## src/sv/sba_pkg.sv

```systemverilog
// shared types, constants and the binary to bcd conversion for the bcd score accumulator
package sba_pkg;

    localparam int DIGIT_COUNT = 6;
    localparam int DIGIT_W     = 4;
    localparam int OUT_DIGITS  = 6;
    localparam int AMOUNT_W    = 16;
    localparam int MARK_W      = 7;

    // low and high digit of the ten-thousands count
    localparam int TEN_K_LO = 4;
    localparam int TEN_K_HI = 5;

    localparam logic [MARK_W-1:0] MARK_MAX = 7'd99;

    // command codes
    localparam logic [1:0] CMD_ADD   = 2'd0;
    localparam logic [1:0] CMD_SUB   = 2'd1;
    localparam logic [1:0] CMD_CLEAR = 2'd2;

    // reciprocal constants for exact division of a 16-bit value
    localparam logic [32:0] RECIP_10    = 33'd52429;
    localparam logic [32:0] RECIP_100   = 33'd83887;
    localparam logic [32:0] RECIP_1000  = 33'd67109;
    localparam logic [32:0] RECIP_10000 = 33'd107375;

    typedef logic [DIGIT_W-1:0] digit_t;
    typedef digit_t [DIGIT_COUNT-1:0] digits_t;

    typedef struct packed {
        logic [1:0]          command;
        logic [AMOUNT_W-1:0] amount;
    } cmd_word_t;

    typedef struct packed {
        logic [OUT_DIGITS*DIGIT_W-1:0] total_bcd;
        logic [MARK_W-1:0]             milestones_gained;
        logic                          clamped;
        logic                          wrapped;
    } res_word_t;

    // command held in the input register, amount already in bcd
    typedef struct packed {
        logic [1:0] command;
        digits_t    operand;
    } op_item_t;

    // state update and result from the digit alu
    typedef struct packed {
        digits_t           total;
        logic [MARK_W-1:0] mark;
        res_word_t         res;
    } alu_out_t;

    // five decimal digits of a 16-bit value, each quotient taken by its own reciprocal
    function automatic digits_t to_bcd(input logic [AMOUNT_W-1:0] value);
        logic [32:0] p1;
        logic [32:0] p2;
        logic [32:0] p3;
        logic [32:0] p4;
        logic [12:0] q1;
        logic [9:0]  q2;
        logic [6:0]  q3;
        logic [2:0]  q4;
        logic [15:0] r0;
        logic [15:0] r1;
        logic [15:0] r2;
        logic [15:0] r3;
        digits_t     d;
        p1 = 33'(value) * RECIP_10;
        p2 = 33'(value) * RECIP_100;
        p3 = 33'(value) * RECIP_1000;
        p4 = 33'(value) * RECIP_10000;
        q1 = p1[31:19];
        q2 = p2[32:23];
        q3 = p3[32:26];
        q4 = p4[32:30];
        r0 = value - 16'(16'(q1) * 16'd10);
        r1 = 16'(q1) - 16'(16'(q2) * 16'd10);
        r2 = 16'(q2) - 16'(16'(q3) * 16'd10);
        r3 = 16'(q3) - 16'(16'(q4) * 16'd10);
        d = '0;
        d[0] = r0[DIGIT_W-1:0];
        d[1] = r1[DIGIT_W-1:0];
        d[2] = r2[DIGIT_W-1:0];
        d[3] = r3[DIGIT_W-1:0];
        d[4] = {1'b0, q4};
        return d;
    endfunction

endpackage

```

## src/sv/sba_in_stage.sv

```systemverilog
// input register: converts the amount to bcd and holds one command word
module sba_in_stage
    import sba_pkg::*;
(
    input  logic      clk,
    input  logic      rst_n,
    input  logic      cmd_valid,
    output logic      cmd_ready,
    input  cmd_word_t cmd_word,
    input  logic      take,
    output logic      held_valid,
    output op_item_t  held_item
);

    logic     held_valid_reg;
    logic     held_valid_next;
    op_item_t held_item_reg;

    assign cmd_ready = !held_valid_reg || take;

    always_comb
    begin
        held_valid_next = held_valid_reg;
        if (cmd_ready)
        begin
            held_valid_next = cmd_valid;
        end
    end

    always_ff @(posedge clk or negedge rst_n)
    begin
        if (!rst_n)
        begin
            held_valid_reg <= 1'b0;
        end
        else
        begin
            held_valid_reg <= held_valid_next;
        end
    end

    always_ff @(posedge clk)
    begin
        if (cmd_valid && cmd_ready)
        begin
            held_item_reg.command <= cmd_word.command;
            held_item_reg.operand <= to_bcd(cmd_word.amount);
        end
    end

    assign held_valid = held_valid_reg;
    assign held_item  = held_item_reg;

endmodule

```

## src/sv/sba_digit_alu.sv

```systemverilog
// decimal add, subtract and clear over the total, clamp, wrap and milestone update
module sba_digit_alu
    import sba_pkg::*;
(
    input  digits_t           total,
    input  logic [MARK_W-1:0] mark,
    input  op_item_t          item,
    output alu_out_t          result
);

    digits_t           add_total;
    digits_t           sub_total;
    logic              add_carry;
    logic              sub_borrow;
    logic [4:0]        sum5;
    logic [4:0]        need5;
    logic [MARK_W-1:0] count;

    // ripple decimal carry, least significant digit first
    always_comb
    begin
        add_carry = 1'b0;
        add_total = '0;
        sum5      = '0;
        for (int i = 0; i < DIGIT_COUNT; i++)
        begin
            sum5 = {1'b0, total[i]} + {1'b0, item.operand[i]} + {4'b0, add_carry};
            if (sum5 >= 5'd10)
            begin
                add_total[i] = DIGIT_W'(sum5 - 5'd10);
                add_carry    = 1'b1;
            end
            else
            begin
                add_total[i] = DIGIT_W'(sum5);
                add_carry    = 1'b0;
            end
        end
    end

    // ripple decimal borrow
    always_comb
    begin
        sub_borrow = 1'b0;
        sub_total  = '0;
        need5      = '0;
        for (int i = 0; i < DIGIT_COUNT; i++)
        begin
            need5 = {1'b0, item.operand[i]} + {4'b0, sub_borrow};
            if ({1'b0, total[i]} < need5)
            begin
                sub_total[i] = DIGIT_W'({1'b0, total[i]} + 5'd10 - need5);
                sub_borrow   = 1'b1;
            end
            else
            begin
                sub_total[i] = DIGIT_W'({1'b0, total[i]} - need5);
                sub_borrow   = 1'b0;
            end
        end
    end

    // ten-thousands count after the add
    assign count = MARK_W'(MARK_W'(add_total[TEN_K_HI]) * MARK_W'(10))
                 + MARK_W'(add_total[TEN_K_LO]);

    always_comb
    begin
        result                       = '0;
        result.total                 = total;
        result.mark                  = mark;
        unique case (item.command)
            CMD_ADD:
            begin
                result.total       = add_total;
                result.res.wrapped = add_carry;
                if (count > mark)
                begin
                    result.mark                  = count;
                    result.res.milestones_gained = count - mark;
                end
            end
            CMD_SUB:
            begin
                if (sub_borrow)
                begin
                    result.total       = '0;
                    result.res.clamped = 1'b1;
                end
                else
                begin
                    result.total = sub_total;
                end
            end
            CMD_CLEAR:
            begin
                result.total = '0;
                result.mark  = '0;
            end
            default:
            begin
                result.total = total;
            end
        endcase
        result.res.total_bcd = result.total[OUT_DIGITS-1:0];
    end

endmodule

```

## src/sv/bcd_score_accumulator_unit.sv

```systemverilog
// top level of the bcd score accumulator: input register, digit alu, state and result register
// a word accepted into the input register goes through the digit alu into the result register
// throughput: one command word per cycle, cmd_ready drops only while both registers are full
//   and res_ready is low
// reset: rst_n clears the bcd total, the milestone mark and both valid flags at once
// no clearing pass: the block takes words from the first cycle after reset
module bcd_score_accumulator_unit
    import sba_pkg::*;
(
    input  logic      clk,
    input  logic      rst_n,
    input  logic      cmd_valid,
    output logic      cmd_ready,
    input  cmd_word_t cmd_word,
    output logic      res_valid,
    input  logic      res_ready,
    output res_word_t res_word
);

    // input register side
    logic     held_valid;
    op_item_t held_item;
    logic     take;

    // accumulator state and result register
    digits_t           total_reg;
    digits_t           total_next;
    logic [MARK_W-1:0] mark_reg;
    logic [MARK_W-1:0] mark_next;
    logic              res_valid_reg;
    logic              res_valid_next;
    res_word_t         res_word_reg;

    alu_out_t alu_result;

    // the held word goes through the alu when the result register is free or being emptied
    assign take = held_valid && (!res_valid_reg || res_ready);

    sba_in_stage u_in_stage (
        .clk        (clk),
        .rst_n      (rst_n),
        .cmd_valid  (cmd_valid),
        .cmd_ready  (cmd_ready),
        .cmd_word   (cmd_word),
        .take       (take),
        .held_valid (held_valid),
        .held_item  (held_item)
    );

    // all decimal add and subtract work for one word happens here, between the two registers
    sba_digit_alu u_digit_alu (
        .total  (total_reg),
        .mark   (mark_reg),
        .item   (held_item),
        .result (alu_result)
    );

    // state moves only together with a result, so the next word sees the updated total
    always_comb
    begin
        total_next     = total_reg;
        mark_next      = mark_reg;
        res_valid_next = res_valid_reg;
        if (take)
        begin
            total_next     = alu_result.total;
            mark_next      = alu_result.mark;
            res_valid_next = 1'b1;
        end
        else if (res_ready)
        begin
            res_valid_next = 1'b0;
        end
    end

    always_ff @(posedge clk or negedge rst_n)
    begin
        if (!rst_n)
        begin
            total_reg     <= '0;
            mark_reg      <= '0;
            res_valid_reg <= 1'b0;
        end
        else
        begin
            total_reg     <= total_next;
            mark_reg      <= mark_next;
            res_valid_reg <= res_valid_next;
        end
    end

    // result payload, no reset needed
    always_ff @(posedge clk)
    begin
        if (take)
        begin
            res_word_reg <= alu_result.res;
        end
    end

    assign res_valid = res_valid_reg;
    assign res_word  = res_word_reg;

`ifndef SYNTHESIS
    a_mark_in_range: assert property (@(posedge clk) disable iff (!rst_n)
        mark_reg <= MARK_MAX)
        else $error("milestone mark above 99");

    a_clamp_zero: assert property (@(posedge clk) disable iff (!rst_n)
        res_valid_reg && res_word_reg.clamped |-> res_word_reg.total_bcd == '0)
        else $error("clamped result with nonzero total");

    a_flags_exclusive: assert property (@(posedge clk) disable iff (!rst_n)
        res_valid_reg |-> !(res_word_reg.clamped && res_word_reg.wrapped))
        else $error("clamped and wrapped on the same word");

    a_gain_tracks_mark: assert property (@(posedge clk) disable iff (!rst_n)
        take && alu_result.res.milestones_gained != '0 |=>
            mark_reg == $past(mark_reg) + $past(alu_result.res.milestones_gained))
        else $error("milestone gain does not match mark rise");

    a_take_fills_result: assert property (@(posedge clk) disable iff (!rst_n)
        take |=> res_valid_reg)
        else $error("processed word did not reach the result register");
`endif

endmodule

```

## config.mk

```make
export PLATFORM = sky130hd
export DESIGN_NAME = bcd_score_accumulator_unit
export DESIGN_NICKNAME = d
export VERILOG_FILES = /design/src/sv/sba_pkg.sv /design/src/sv/sba_in_stage.sv /design/src/sv/sba_digit_alu.sv /design/src/sv/bcd_score_accumulator_unit.sv
export SDC_FILE = /design/constraint.sdc
export NUM_CORES = 1
export LEC_CHECK = 0
export BUFFER_PORTS_ARGS = -buffer_cell sky130_fd_sc_hd__buf_2
export CAP_MARGIN = 20
export CORE_MARGIN = 2
export CORE_UTILIZATION = 25
export DETAILED_ROUTE_END_ITERATION = 8
export PLACE_DENSITY = 0.39
export SYNTH_ARGS = -nofsm -noshare
export SYNTH_HDL_FRONTEND = slang
export SYNTH_HIERARCHICAL = 1
export SYNTH_SLANG_ARGS = --single-unit
```

## constraint.sdc

```tcl
create_clock -name clk -period 37.2 [get_ports clk]
set_input_delay 7.44 -clock clk [delete_from_list [all_inputs] [get_ports clk]]
set_output_delay 7.44 -clock clk [all_outputs]
set_load 0.03 [all_outputs]
```

# == Word level (Yosys, flattened, before mapping) ==
# Cells that the tools add are included.
# word_totals
output_inout_bits,35
wordCells,130
inputBits,22
regBits,87
# op_classes
n_lt_le_gt_ge,13
reduce_logical,11
n_mul,9
n_eq_ne,3
muxes,31
addsub,44
# op_table
cell,count
$mul 16x17->33 const B,3
$pmux 24 s3,1
$sub 4x4->4,14
$mux 4,12
$mul 16x16->32 const B,1
$ge 5x4->1 const B,6
$add 4x4->4 const B,6
$mux 24,1
$sub 4x4->4 const B,6
$add 4x1->5,4
$add 4x4->5,4
$add 5x1->5,4
$lt 4x5->1,4
$mux 1,15
$pmux 7 s2,1
$mul 13x3->3 const B,1
$mul 10x3->3 const B,1
$sub 4x1->4,2
$add 7x4->7,1
$gt 7x7->1,1
$mul 7x3->3 const B,1
$mux 7,1
$sub 7x7->7,1
$mul 4x3->6 const B,1
other kinds (15),19

# == Logic depth before layout (Yosys ltp) ==
# Gate-level depths: netlist of the first run.
# depth
depth_word,23
depth_mapped,54
mapped_depth_nobuf,54

# == Hierarchy ==
# The synthesis of the first run kept the hierarchy.
# by_module_without_submodules
module,cells_per_inst,seq_area_each_um2,area_per_inst_um2,instances
sba_in_stage,1454,655.6,14994.4,1
sba_digit_alu,568,0.0,4379.2,1
bcd_score_accumulator_unit,103,1791.7,2318.5,1

# == Worst setup path before layout of the first run ==
# No wires, ideal clock.
# synth_path
path_kind,input port to output port
startpoint,input res_ready
endpoint,output cmd_ready
path_buffers,1
arrival_ns,8.874
path_slack_ns,20.886
stages,5
path_cell_list,nand2b_4 nand2_4 buf_6 inv_1 nand2b_1
# synth_via
elab_chain_cells,3
# synth_rtl
item,line,source
"start, declared",bcd_score_accumulator_unit.sv:16,"input logic res_ready,"
$logic_or 1x1->1,bcd_score_accumulator_unit.sv:37,assign take = held_valid && (!res_valid_reg || res_ready);
$logic_and 1x1->1,bcd_score_accumulator_unit.sv:37,
$logic_or 1x1->1,sba_in_stage.sv:19,assign cmd_ready = !held_valid_reg || take;
"end, declared",bcd_score_accumulator_unit.sv:13,"output logic cmd_ready,"
# Every way passes these cells.

# == Final worst setup path of the first run ==
# Ends and elaborated chain as after synthesis.

==> results of run 1 <==
-- area by class of cell --
type / count / area [µm²]
flip-flops and latches: 87 / 2450
repair buffers: 69 / 378
inverters: 564 / 2120
fillers: 9055 / 62800
well taps: 1155 / 1450
clock inverters: 6 / 75.1
multi-input cells: 1435 / 16800
clock buffers: 10 / 229
-- metrics by stage --
step	cell area, µm²	util (%)
6_report	23500	27.3
5_1_grt	23500	27.3
4_1_cts	23500	27.3
3_5_place_dp	23200	26.9
3_3_place_gp	23200	26.9
2_1_floorplan	21700	-
-- kinds of logic (layout without fill, tap and decap cells) --
| group | count (synthesis) | in the layout |
|---|---|---|
| simple gates | 240 | 240 |
| compound gates | 259 | 259 |
| mux | 48 | 48 |
| buf+inv | 607 | 649 |
| xor+xnor | 95 | 95 |
| other cells | 1 | 5 |
| fa+ha+maj | 788 | 788 |
| flops | 87 | 87 |
-- placed cells by master (no fill, tap or decap), drive strengths merged, types with 25 or more instances in the layout --
cell type,instances
inv,567
ha,464
fa,324
buf,69
o21ai,68
xnor2,61
nor2,56
a21oi,55
edfxtp,54
nand2,48
dfrtp,33
mux2,33
xor2,31
nand3,30
nor2b,25
-- synthesized netlist by cell type, types with 14 or more instances --
library cell	number
sky130_fd_sc_hd__xor2_1	30
sky130_fd_sc_hd__o21a_1	18
sky130_fd_sc_hd__fa_1	324
sky130_fd_sc_hd__nor2b_1	25
sky130_fd_sc_hd__nand4_1	14
sky130_fd_sc_hd__inv_1	564
sky130_fd_sc_hd__nor2_1	55
sky130_fd_sc_hd__a21oi_1	55
sky130_fd_sc_hd__buf_4	29
sky130_fd_sc_hd__edfxtp_1	54
sky130_fd_sc_hd__dfrtp_1	33
sky130_fd_sc_hd__mux2i_1	14
sky130_fd_sc_hd__ha_1	464
sky130_fd_sc_hd__o21ai_0	57
sky130_fd_sc_hd__nand3_1	30
sky130_fd_sc_hd__nand2b_1	14
sky130_fd_sc_hd__mux2_4	29
sky130_fd_sc_hd__nor3_1	16
sky130_fd_sc_hd__nand2_1	47
sky130_fd_sc_hd__xnor2_1	61
sky130_fd_sc_hd__a21o_1	17
-- worst paths after layout --
check / startpoint / slack, ps / end / depth (start not counted)
max in group asynchronous: rst_n / 29480 / res_valid$_DFFE_PN0P_ / 1
worst max register to register: total_reg[0]$_DFFE_PN0P_ / 22640 / mark_reg[5]$_DFFE_PN0P_ / 53
worst max-delay path: res_ready / 21100 / cmd_ready / 6
worst min register to register: mark_reg[2]$_DFFE_PN0P_ / 520 / mark_reg[2]$_DFFE_PN0P_ / 1
worst min-delay path: mark_reg[2]$_DFFE_PN0P_ / 520 / mark_reg[2]$_DFFE_PN0P_ / 1
min in group asynchronous: rst_n / 7170 / mark_reg[3]$_DFFE_PN0P_ / 1
-- layer usage --
metal  wire length (µm)  GRT usage (%)  up-vias
met4                937           2.49        2
met1              29300           19.5     7145
met2              29400           23.9      227
met3               1480           1.00       41
li1                   -              -     6932
met5                 16              0        -
==> impl_summary.txt, run 1 <==
----------------------------------------------------
[Synth]
  Cells after synthesis ... 2,125
  Leading post-synthesis cells by cell area ... sky130_fd_sc_hd__fa_1 (30%), sky130_fd_sc_hd__ha_1 (27%), sky130_fd_sc_hd__inv_1 (9.8%)
  Post-synthesis compound-gate area fraction ... 8.20%
  Synth Area in Simple Gates ... 5.68%
  Xor and xnor area share after synthesis ... 4.07%
  Largest area contributor in the synthesized netlist ... sky130_fd_sc_hd__fa_1
  Post-synthesis sequential element count ... 87
  Number of library cell types mapped by synthesis ... 86
  Async set-or-reset flop fraction in the synthesized netlist ... 37.9%
  Sequential cell area fraction in the yosys report ... 11.3%
  Area of the mapped netlist ... 0.0217 mm²
  Share of cell area taken by muxes after synthesis ... 2.92%
  Combinational family with the most area after synthesis ... adder cells
  Synth Flop Type ... sky130_fd_sc_hd__edfxtp_1
  EDFF count, synth ... 54
  Fraction of the mapped netlist area in adder cells ... 56.7%
  Synth warn ... 6
  Avg Inst Size Synth ... 10.2 µm²
  Synth top area share ... 29.9%

[STA]
  Max Slew Vio Count ... 0
  Number of setup violations in the final report ... 0
  Setup ws final ... 21,100 ps
  Final Skew ... 18.2 ps
  Final Hold Fails ... 0
  Maximum clock frequency ... 0.0621 GHz
  Final period util ... 43.3%
  RSZ-0062 raised after global routing ... false
  Sum of negative setup slack ... 0 ps
  WHS ... 523 ps
  Slew headroom ... 37.6%
  Tmin final ... 16,100 ps
  Transition time at the pin with the least slew margin ... 932 ps

[GRT]
  Pin count of the biggest net entering global routing ... 34
  First-pass GRT wire length ... 94.8 mm
  Antenna violations before repair ... 1
  GRT Residual Overflow ... 0
  Number of global-route vias before repair ... 15,600
  GRT Resource Usage Total ... 14.0%

[Critical path]
  WP data required ... 29,760 ps
  Sum of buffers and inverters on the critical path ... 3
  Critical Path Sink Type ... output port
  Arrival time of the worst setup path ... 8660 ps
  Type of origin of the critical path ... input port
  Critical-path maximum fanout ... 32
  Worst path most repeated cell ... sky130_fd_sc_hd__buf_2
  Kind of cell adding the most delay to the critical path ... simple AND/OR/NAND/NOR gates
  Cell-by-cell trace of the critical path ... buf_2 > nand2b_4 > nand2_4 > inv_1 > nand2b_1 > buf_2
  Slowest cell on crit path ... sky130_fd_sc_hd__nand2_4
  Category of the critical setup timing path ... input port to output port
  Slowest cell delay on critical path ... 480 ps

[Clocking]
  CTS Buf Count ... 9
  Post-cts gate resize count ... 0
  Number of setup buffers added after CTS ... 0
  CTS Sinks ... 87
  Clock root cell ... sky130_fd_sc_hd__clkbuf_16
  Clock edge transition at the registers on the reported setup and hold paths ... 70 ps
  CTS Buffer Depth ... 2
  TritonCTS clock tree ... yes
  Clock latency reported for the late side of the worst-skew pair ... 360 ps
  # H-tree levels ... 3
  Number of buffers added to fix hold violations after cts ... 0

[Routing]
  Wirelength per Cell ... 18.4 µm
  Detail Route Antenna Nets ... 0
  Initial detailed-routing violation count ... 621
  Routed via count ... 14,300
  Via-per-instance ratio ... 4.31
  Routed wire length ... 61.1 mm
  Detailed-route DRC error count ... 0
  Number of iterations in the first detailed-routing pass ... 7

[Floorplan]
  Starting density of the core ... 25.1%
  Horizontal die dimension ... 299 µm
  Area of the core ... 0.0863 mm²
  DIE AREA ... 0.0891 mm²
  Row count ... 108
  Vertical die dimension ... 299 µm
  I/O pin cnt ... 57

[Run]
  MaxCap Viol Count ... 0

[Placement]
  Detailed Place HPWL ... 52.7 mm
  Placer Congestion ... 0.840
  Number of port buffers ... 56
  Placed Cells incl. Taps ... 3,310
  Pre-CTS WS ... 21,060 ps

[Status]
  Result of the run ... completed

[Cells and area]
  Layout cells sized above 1 ... 6.63%
  Synth-to-layout area growth ... 8.47%
  Number of flip-flops under the largest register name ... 33
  Number of non-filler instances in the completed layout ... 3,326
  Final #Nets ... 2,976
  Antenna Cells ... 0

[Worst hold path]
  Min-Delay Path Class ... flip-flop to flip-flop

----------------------------------------------------
Power of run 1 is left out: the tool's default activity adds up to more than one toggle a clock period on the data nets, which glitch-free logic cannot reach.
==> run 2: changes to the inputs <==
--- a/config.mk
+++ b/config.mk
@@ -10,7 +10,7 @@
 export CORE_MARGIN = 2
 export CORE_UTILIZATION = 25
 export DETAILED_ROUTE_END_ITERATION = 8
-export PLACE_DENSITY = 0.39
+export PLACE_DENSITY = 0.4
 export SYNTH_ARGS = -nofsm -noshare
 export SYNTH_HDL_FRONTEND = slang
 export SYNTH_HIERARCHICAL = 1
==> constraint.sdc (replaced) <==
create_clock -name clk -period 14 [get_ports clk]
set_input_delay 2.8 -clock clk [delete_from_list [all_inputs] [get_ports clk]]
set_output_delay 2.8 -clock clk [all_outputs]
set_load 0.03 [all_outputs]
==> impl_summary.txt, run 2 (synthesis results as in run 1) <==
----------------------------------------------------
[STA]
  Maximum clock frequency ... 0.0751 GHz
  Max Slew Vio Count ... 0 (unchanged)
  Final Skew ... 8.71 ps (-9.47 ps)
  Number of setup violations in the final report ... 0 (unchanged)
  Tmin final ... 13,310 ps
  Slew headroom ... 35.2% (-2.4 points)
  Final period util ... 95.1%
  Final Hold Fails ... 0 (unchanged)
  Transition time at the pin with the least slew margin ... 971 ps (+38.9 ps)

[Cells and area]
  Most common library cell in the layout ignoring fill and taps ... sky130_fd_sc_hd__inv_1
  Final #Nets ... 2,980 (+0.13%)
  Layout cells sized above 1 ... 7.63% (+1.0 points)
  Synth-to-layout area growth ... 9.23%
  Number of non-filler instances in the completed layout ... 3,330 (+0.12%)
  Fill cell total of the finished layout ... 9,122 (+0.74%)
  Number of flip-flops under the largest register name ... 33 (unchanged)
  Top library cells by usage in the layout, fill and taps aside ... sky130_fd_sc_hd__inv_1 (564), sky130_fd_sc_hd__ha_1 (462), sky130_fd_sc_hd__fa_1 (318)
  Antenna Cells ... 0 (unchanged)

[Worst hold path]
  Worst hold path depth ... 1 (unchanged)
  Worst-case hold path end point ... mark_reg[4]$_DFFE_PN0P_
  Worst Hold Launch ... mark_reg[4]$_DFFE_PN0P_
  Min-Delay Path Class ... flip-flop to flip-flop

[Clocking]
  TritonCTS clock tree ... yes
  Clock edge transition at the registers on the reported setup and hold paths ... 60 ps (about the same)
  Clock root cell ... sky130_fd_sc_hd__clkbuf_16
  CTS Buffer Depth ... 2 (unchanged)
  # H-tree levels ... 3 (unchanged)
  Clock latency reported for the late side of the worst-skew pair ... 370 ps (about the same)
  CTS Buf Count ... 9 (unchanged)
  CTS Sinks ... 87 (unchanged)

[Critical path]
  R2R depth ... 54 (+1.9%)
  Kind of cell adding the most delay to the critical path ... adder cells
  Slowest cell on crit path ... sky130_fd_sc_hd__fa_2
  Worst setup slack for register-to-register paths ... 690 ps (-21,950 ps)
  WP data required ... 14,250 ps (-15,510 ps)
  Arrival time of the worst setup path ... 13,550 ps (+4890 ps)
  Type of origin of the critical path ... flip-flop
  Category of the critical setup timing path ... flip-flop to flip-flop
  Startpoint of the most critical register-to-register path ... u_in_stage/held_item[0]$_DFFE_PP_
  Critical-path maximum fanout ... 8 (-75%)
  Critical Path Sink Type ... flip-flop
  Worst path most repeated cell ... sky130_fd_sc_hd__ha_1
  Sum of buffers and inverters on the critical path ... 2 (-1)
  Crit Reg-Reg Endpoint ... mark_reg[5]$_DFFE_PN0P_
  Slowest cell delay on critical path ... 540 ps (+60 ps)

[Floorplan]
  Starting density of the core ... 25.1% (unchanged)
  DIE AREA ... 0.0891 mm² (unchanged)
  Row count ... 108 (unchanged)
  Horizontal die dimension ... 299 µm (unchanged)
  Vertical die dimension ... 299 µm (unchanged)
  Area of the core ... 0.0863 mm² (unchanged)
  I/O pin cnt ... 57 (unchanged)

[Routing]
  Routed met1 length ... 28.6 mm (-2.3%)
  Highest signal layer in the routed design ... met4
  Detail Route Antenna Nets ... 0 (unchanged)
  Total length of routed met3 wires ... 1.36 mm (-8.2%)
  Number of iterations in the first detailed-routing pass ... 7 (unchanged)
  Met2 wirelength from detailed routing ... 30.9 mm (+5.1%)
  Wirelength per Cell ... 18.5 µm (+0.75%)
  Via-per-instance ratio ... 4.33 (+0.37%)
  Initial detailed-routing violation count ... 485 (-22%)
  Routed via count ... 14,400 (+0.49%)
  Routed wire length ... 61.6 mm (+0.87%)
  Detailed-route DRC error count ... 0 (unchanged)

[Status]
  Result of the run ... completed

[Run]
  MaxCap Viol Count ... 0 (unchanged)

[Placement]
  Number of port buffers ... 56 (unchanged)
  Placer Congestion ... 0.841 (about the same)
  Placed Cells incl. Taps ... 3,312 (+0.060%)
  Detailed Place HPWL ... 51.9 mm (-1.7%)

[GRT]
  GRT Residual Overflow ... 0 (unchanged)
  Pin count of the biggest net entering global routing ... 34 (unchanged)
  Antenna violations before repair ... 1 (unchanged)
  GRT Resource Usage Total ... 14.3% (+0.30 points)
  Number of global-route vias before repair ... 16,300 (+4.5%)
  First-pass GRT wire length ... 97.3 mm (+2.6%)

----------------------------------------------------
-- run 2: how the worst max path moves through the flow --
stage                               to  slack, ps                         startpoint  depth (start not counted)
3_5_place_dp   mark_reg[5]$_DFFE_PN0P_       -110  u_in_stage/held_item[0]$_DFFE_PP_                         53
3_3_place_gp   mark_reg[5]$_DFFE_PN0P_        230           total_reg[0]$_DFFE_PN0P_                         53
2_1_floorplan  mark_reg[5]$_DFFE_PN0P_       1260           total_reg[0]$_DFFE_PN0P_                         54
4_1_cts        mark_reg[5]$_DFFE_PN0P_         10  u_in_stage/held_item[0]$_DFFE_PP_                         54
6_report       mark_reg[5]$_DFFE_PN0P_        690  u_in_stage/held_item[0]$_DFFE_PP_                         54
5_1_grt        mark_reg[5]$_DFFE_PN0P_        -50           total_reg[0]$_DFFE_PN0P_                         54
-- run 2: cell type report --
cell class	instances	area, µm²	area share, %
flip-flops and latches	87	2450	10.3
inverters	564	2120	8.93
multi-input cells	1435	17000	71.5
clock buffers	11	243	1.02
clock inverters	5	81.3	0.343
repair buffers	73	408	1.72
well taps	1155	1450	6.10
-- run 2: metrics by stage --
| step | TNS [ps] | cell area [µm²] | hold WS (ps) | setup WS (ps) | utilization [%] |
|---|---|---|---|---|---|
| floorplan | 0 | 21700 | 481 | 1260 | - |
| global placement | 0 | 23200 | 495 | 233 | 26.9 |
| detailed placement | -223 | 23200 | 496 | -113 | 26.9 |
| CTS | 0 | 23600 | 514 | 10.6 | 27.3 |
| global route | -129 | 23700 | 539 | -54.0 | 27.4 |
| finish | 0 | 23700 | 513 | 692 | 27.4 |
-- run 2: repair_timing --
action / 4_1_cts / 5_1_grt
hold buffers: 0 / 0
pin swaps: 0 / 5
endpoints found under the setup margin: 4 / 14
gates resized for setup: 2 / 22
setup buffers: 0 / 2
-- run 2: layer usage --
metal / up-vias / GRT usage (%)
li1: 6935 / -
met1: 7249 / 19.0
met2: 194 / 25.8
met3: 39 / 0.923
met4: 0 / 2.18
met5: - / 0
Power of run 2 is left out for the same reason.
==> run 3: changes to the inputs <==
--- a/config.mk
+++ b/config.mk
@@ -10,7 +10,6 @@
 export CORE_MARGIN = 2
 export CORE_UTILIZATION = 25
 export DETAILED_ROUTE_END_ITERATION = 8
-export PLACE_DENSITY = 0.4
 export SYNTH_ARGS = -nofsm -noshare
 export SYNTH_HDL_FRONTEND = slang
 export SYNTH_HIERARCHICAL = 1
==> impl_summary.txt, run 3 (synthesis results as in run 1) <==
----------------------------------------------------
[Clocking]
  Clock root cell ... sky130_fd_sc_hd__clkbuf_16
  CTS Buf Count ... 9 (unchanged)
  CTS Sinks ... 87 (unchanged)
  TritonCTS clock tree ... yes
  Number of buffers added to fix hold violations after cts ... 0 (unchanged)
  Clock latency reported for the late side of the worst-skew pair ... 350 ps (-20 ps)
  CTS Buffer Depth ... 2 (unchanged)
  # H-tree levels ... 3 (unchanged)
  Clock edge transition at the registers on the reported setup and hold paths ... 70 ps (about the same)

[STA]
  Number of setup violations in the final report ... 0 (unchanged)
  Transition time at the pin with the least slew margin ... 938 ps (-33.5 ps)
  Slew headroom ... 37.1% (+1.8 points)
  Final period util ... 95.0% (about the same)
  Maximum clock frequency ... 0.0752 GHz (about the same)
  Sum of negative setup slack ... 0 ps (unchanged)
  Tmin final ... 13,300 ps (-5.71 ps)
  RSZ-0062 raised after global routing ... false
  Final Skew ... 8.85 ps (+0.146 ps)
  Final Hold Fails ... 0 (unchanged)
  Max Slew Vio Count ... 0 (unchanged)

[Routing]
  Detail Route Antenna Nets ... 0 (unchanged)
  Number of iterations in the first detailed-routing pass ... 7 (unchanged)
  Detailed-route DRC error count ... 0 (unchanged)
  Routed via count ... 14,600 (+1.1%)
  Via-per-instance ratio ... 4.38 (+1.3%)
  Initial detailed-routing violation count ... 854 (+76%)
  Routed wire length ... 53.5 mm (-13%)
  Wirelength per Cell ... 16.1 µm (-13%)

[GRT]
  GRT Resource Usage Total ... 12.2% (-2.0 points)
  Pin count of the biggest net entering global routing ... 35 (+2.9%)
  First-pass GRT wire length ... 85.6 mm (-12%)
  Antenna violations before repair ... 2 (+1)
  GRT Residual Overflow ... 0 (unchanged)
  Number of global-route vias before repair ... 15,400 (-5.5%)

[Floorplan]
  Vertical die dimension ... 299 µm (unchanged)
  Starting density of the core ... 25.1% (unchanged)
  Area of the core ... 0.0863 mm² (unchanged)
  Row count ... 108 (unchanged)
  DIE AREA ... 0.0891 mm² (unchanged)
  Horizontal die dimension ... 299 µm (unchanged)
  I/O pin cnt ... 57 (unchanged)

[Status]
  Result of the run ... completed

[Placement]
  Placer Congestion ... 0.915 (+8.9%)
  Number of port buffers ... 56 (unchanged)
  Detailed Place HPWL ... 44.9 mm (-13%)

[Critical path]
  Arrival time of the worst setup path ... 13,540 ps (about the same)
  Launching element of the worst setup path ... u_in_stage/held_item[0]$_DFFE_PP_
  Category of the critical setup timing path ... flip-flop to flip-flop
  WP data required ... 14,240 ps (about the same)
  Startpoint of the most critical register-to-register path ... u_in_stage/held_item[0]$_DFFE_PP_
  Critical-path maximum fanout ... 5 (-3)
  Worst path most repeated cell ... sky130_fd_sc_hd__ha_1
  R2R depth ... 54 (unchanged)
  Worst setup slack for register-to-register paths ... 700 ps (about the same)
  Slowest cell on crit path ... sky130_fd_sc_hd__fa_1
  Critical Path Sink Type ... flip-flop
  Critical path endpoint ... mark_reg[4]$_DFFE_PN0P_
  Crit Reg-Reg Endpoint ... mark_reg[4]$_DFFE_PN0P_
  Type of origin of the critical path ... flip-flop
  Slowest cell delay on critical path ... 440 ps (-100 ps)

[Run]
  MaxCap Viol Count ... 0 (unchanged)

[Cells and area]
  Final #Nets ... 2,976 (-0.13%)
  Most common library cell in the layout ignoring fill and taps ... sky130_fd_sc_hd__inv_1
  Top library cells by usage in the layout, fill and taps aside ... sky130_fd_sc_hd__inv_1 (564), sky130_fd_sc_hd__ha_1 (463), sky130_fd_sc_hd__fa_1 (320)
  Layout cells sized above 1 ... 7.23% (-0.40 points)
  Number of flip-flops under the largest register name ... 33 (unchanged)
  Synth-to-layout area growth ... 8.97%
  Antenna Cells ... 0 (unchanged)

[Worst hold path]
  Min-Delay Path Class ... flip-flop to flip-flop

----------------------------------------------------
run 3: timing repair:
| item | CTS | global route |
|---|---|---|
| buffers inserted | 0 | 5 |
| resized for setup | 0 | 15 |
| endpoints found under the setup margin | 0 | 14 |
run 3: worst max-delay path: cells and delay by family (launching register included):
kind	cells	cell delay, ps
multiplexers	2	580
XOR/XNOR	6	1210
adder cells (fa/ha/maj)	22	7110
flip-flops	1	410
AO/OA/AOI/OAI	12	2110
AND/OR/NAND/NOR	11	1680
buffers and inverters	1	100
run 3: metal layers:
layer | part of all wire (%) | wire, µm | vias up | GRT usage (%)
li1 | - | - | 6929 | -
met1 | 47 | 25200 | 7285 | 17.1
met2 | 46 | 24900 | 317 | 20.3
met3 | 4.6 | 2480 | 51 | 1.60
met4 | 1.8 | 954 | 0 | 2.30
met5 | 0 | 0 | - | 0
run 3: area by class of cell:
cell class                      instances  area (µm²)
Fill cell                            9090       62700
Multi-Input combinational cell       1435       16900
Sequential cell                        87        2450
Inverter                              564        2120
Tap cell                             1155        1450
Timing Repair Buffer                   69         378
Clock buffer                           11         275
Clock inverter                          5        60.1
run 3: through the flow:
step	util (%)	setup WS (ps)	instances	cell area [µm²]	hold slack (ps)
2_1_floorplan	-	1260	2129	21700	481
3_3_place_gp	26.9	437	3305	23200	500
3_5_place_dp	26.9	84.3	3305	23200	495
4_1_cts	27.2	45.6	3321	23500	518
5_1_grt	27.4	33.3	3326	23600	545
6_report	27.4	698	3326	23600	512
run 3: worst min-delay path by stage:
stage	from	to	depth (start not counted)
floorplan	mark_reg[2]$_DFFE_PN0P_	mark_reg[2]$_DFFE_PN0P_	1
global placement	mark_reg[4]$_DFFE_PN0P_	mark_reg[4]$_DFFE_PN0P_	1
detailed placement	mark_reg[3]$_DFFE_PN0P_	mark_reg[3]$_DFFE_PN0P_	1
CTS	mark_reg[2]$_DFFE_PN0P_	mark_reg[2]$_DFFE_PN0P_	1
global route	mark_reg[3]$_DFFE_PN0P_	mark_reg[3]$_DFFE_PN0P_	1
finish	mark_reg[2]$_DFFE_PN0P_	mark_reg[2]$_DFFE_PN0P_	1
Power of run 3 is left out for the same reason.
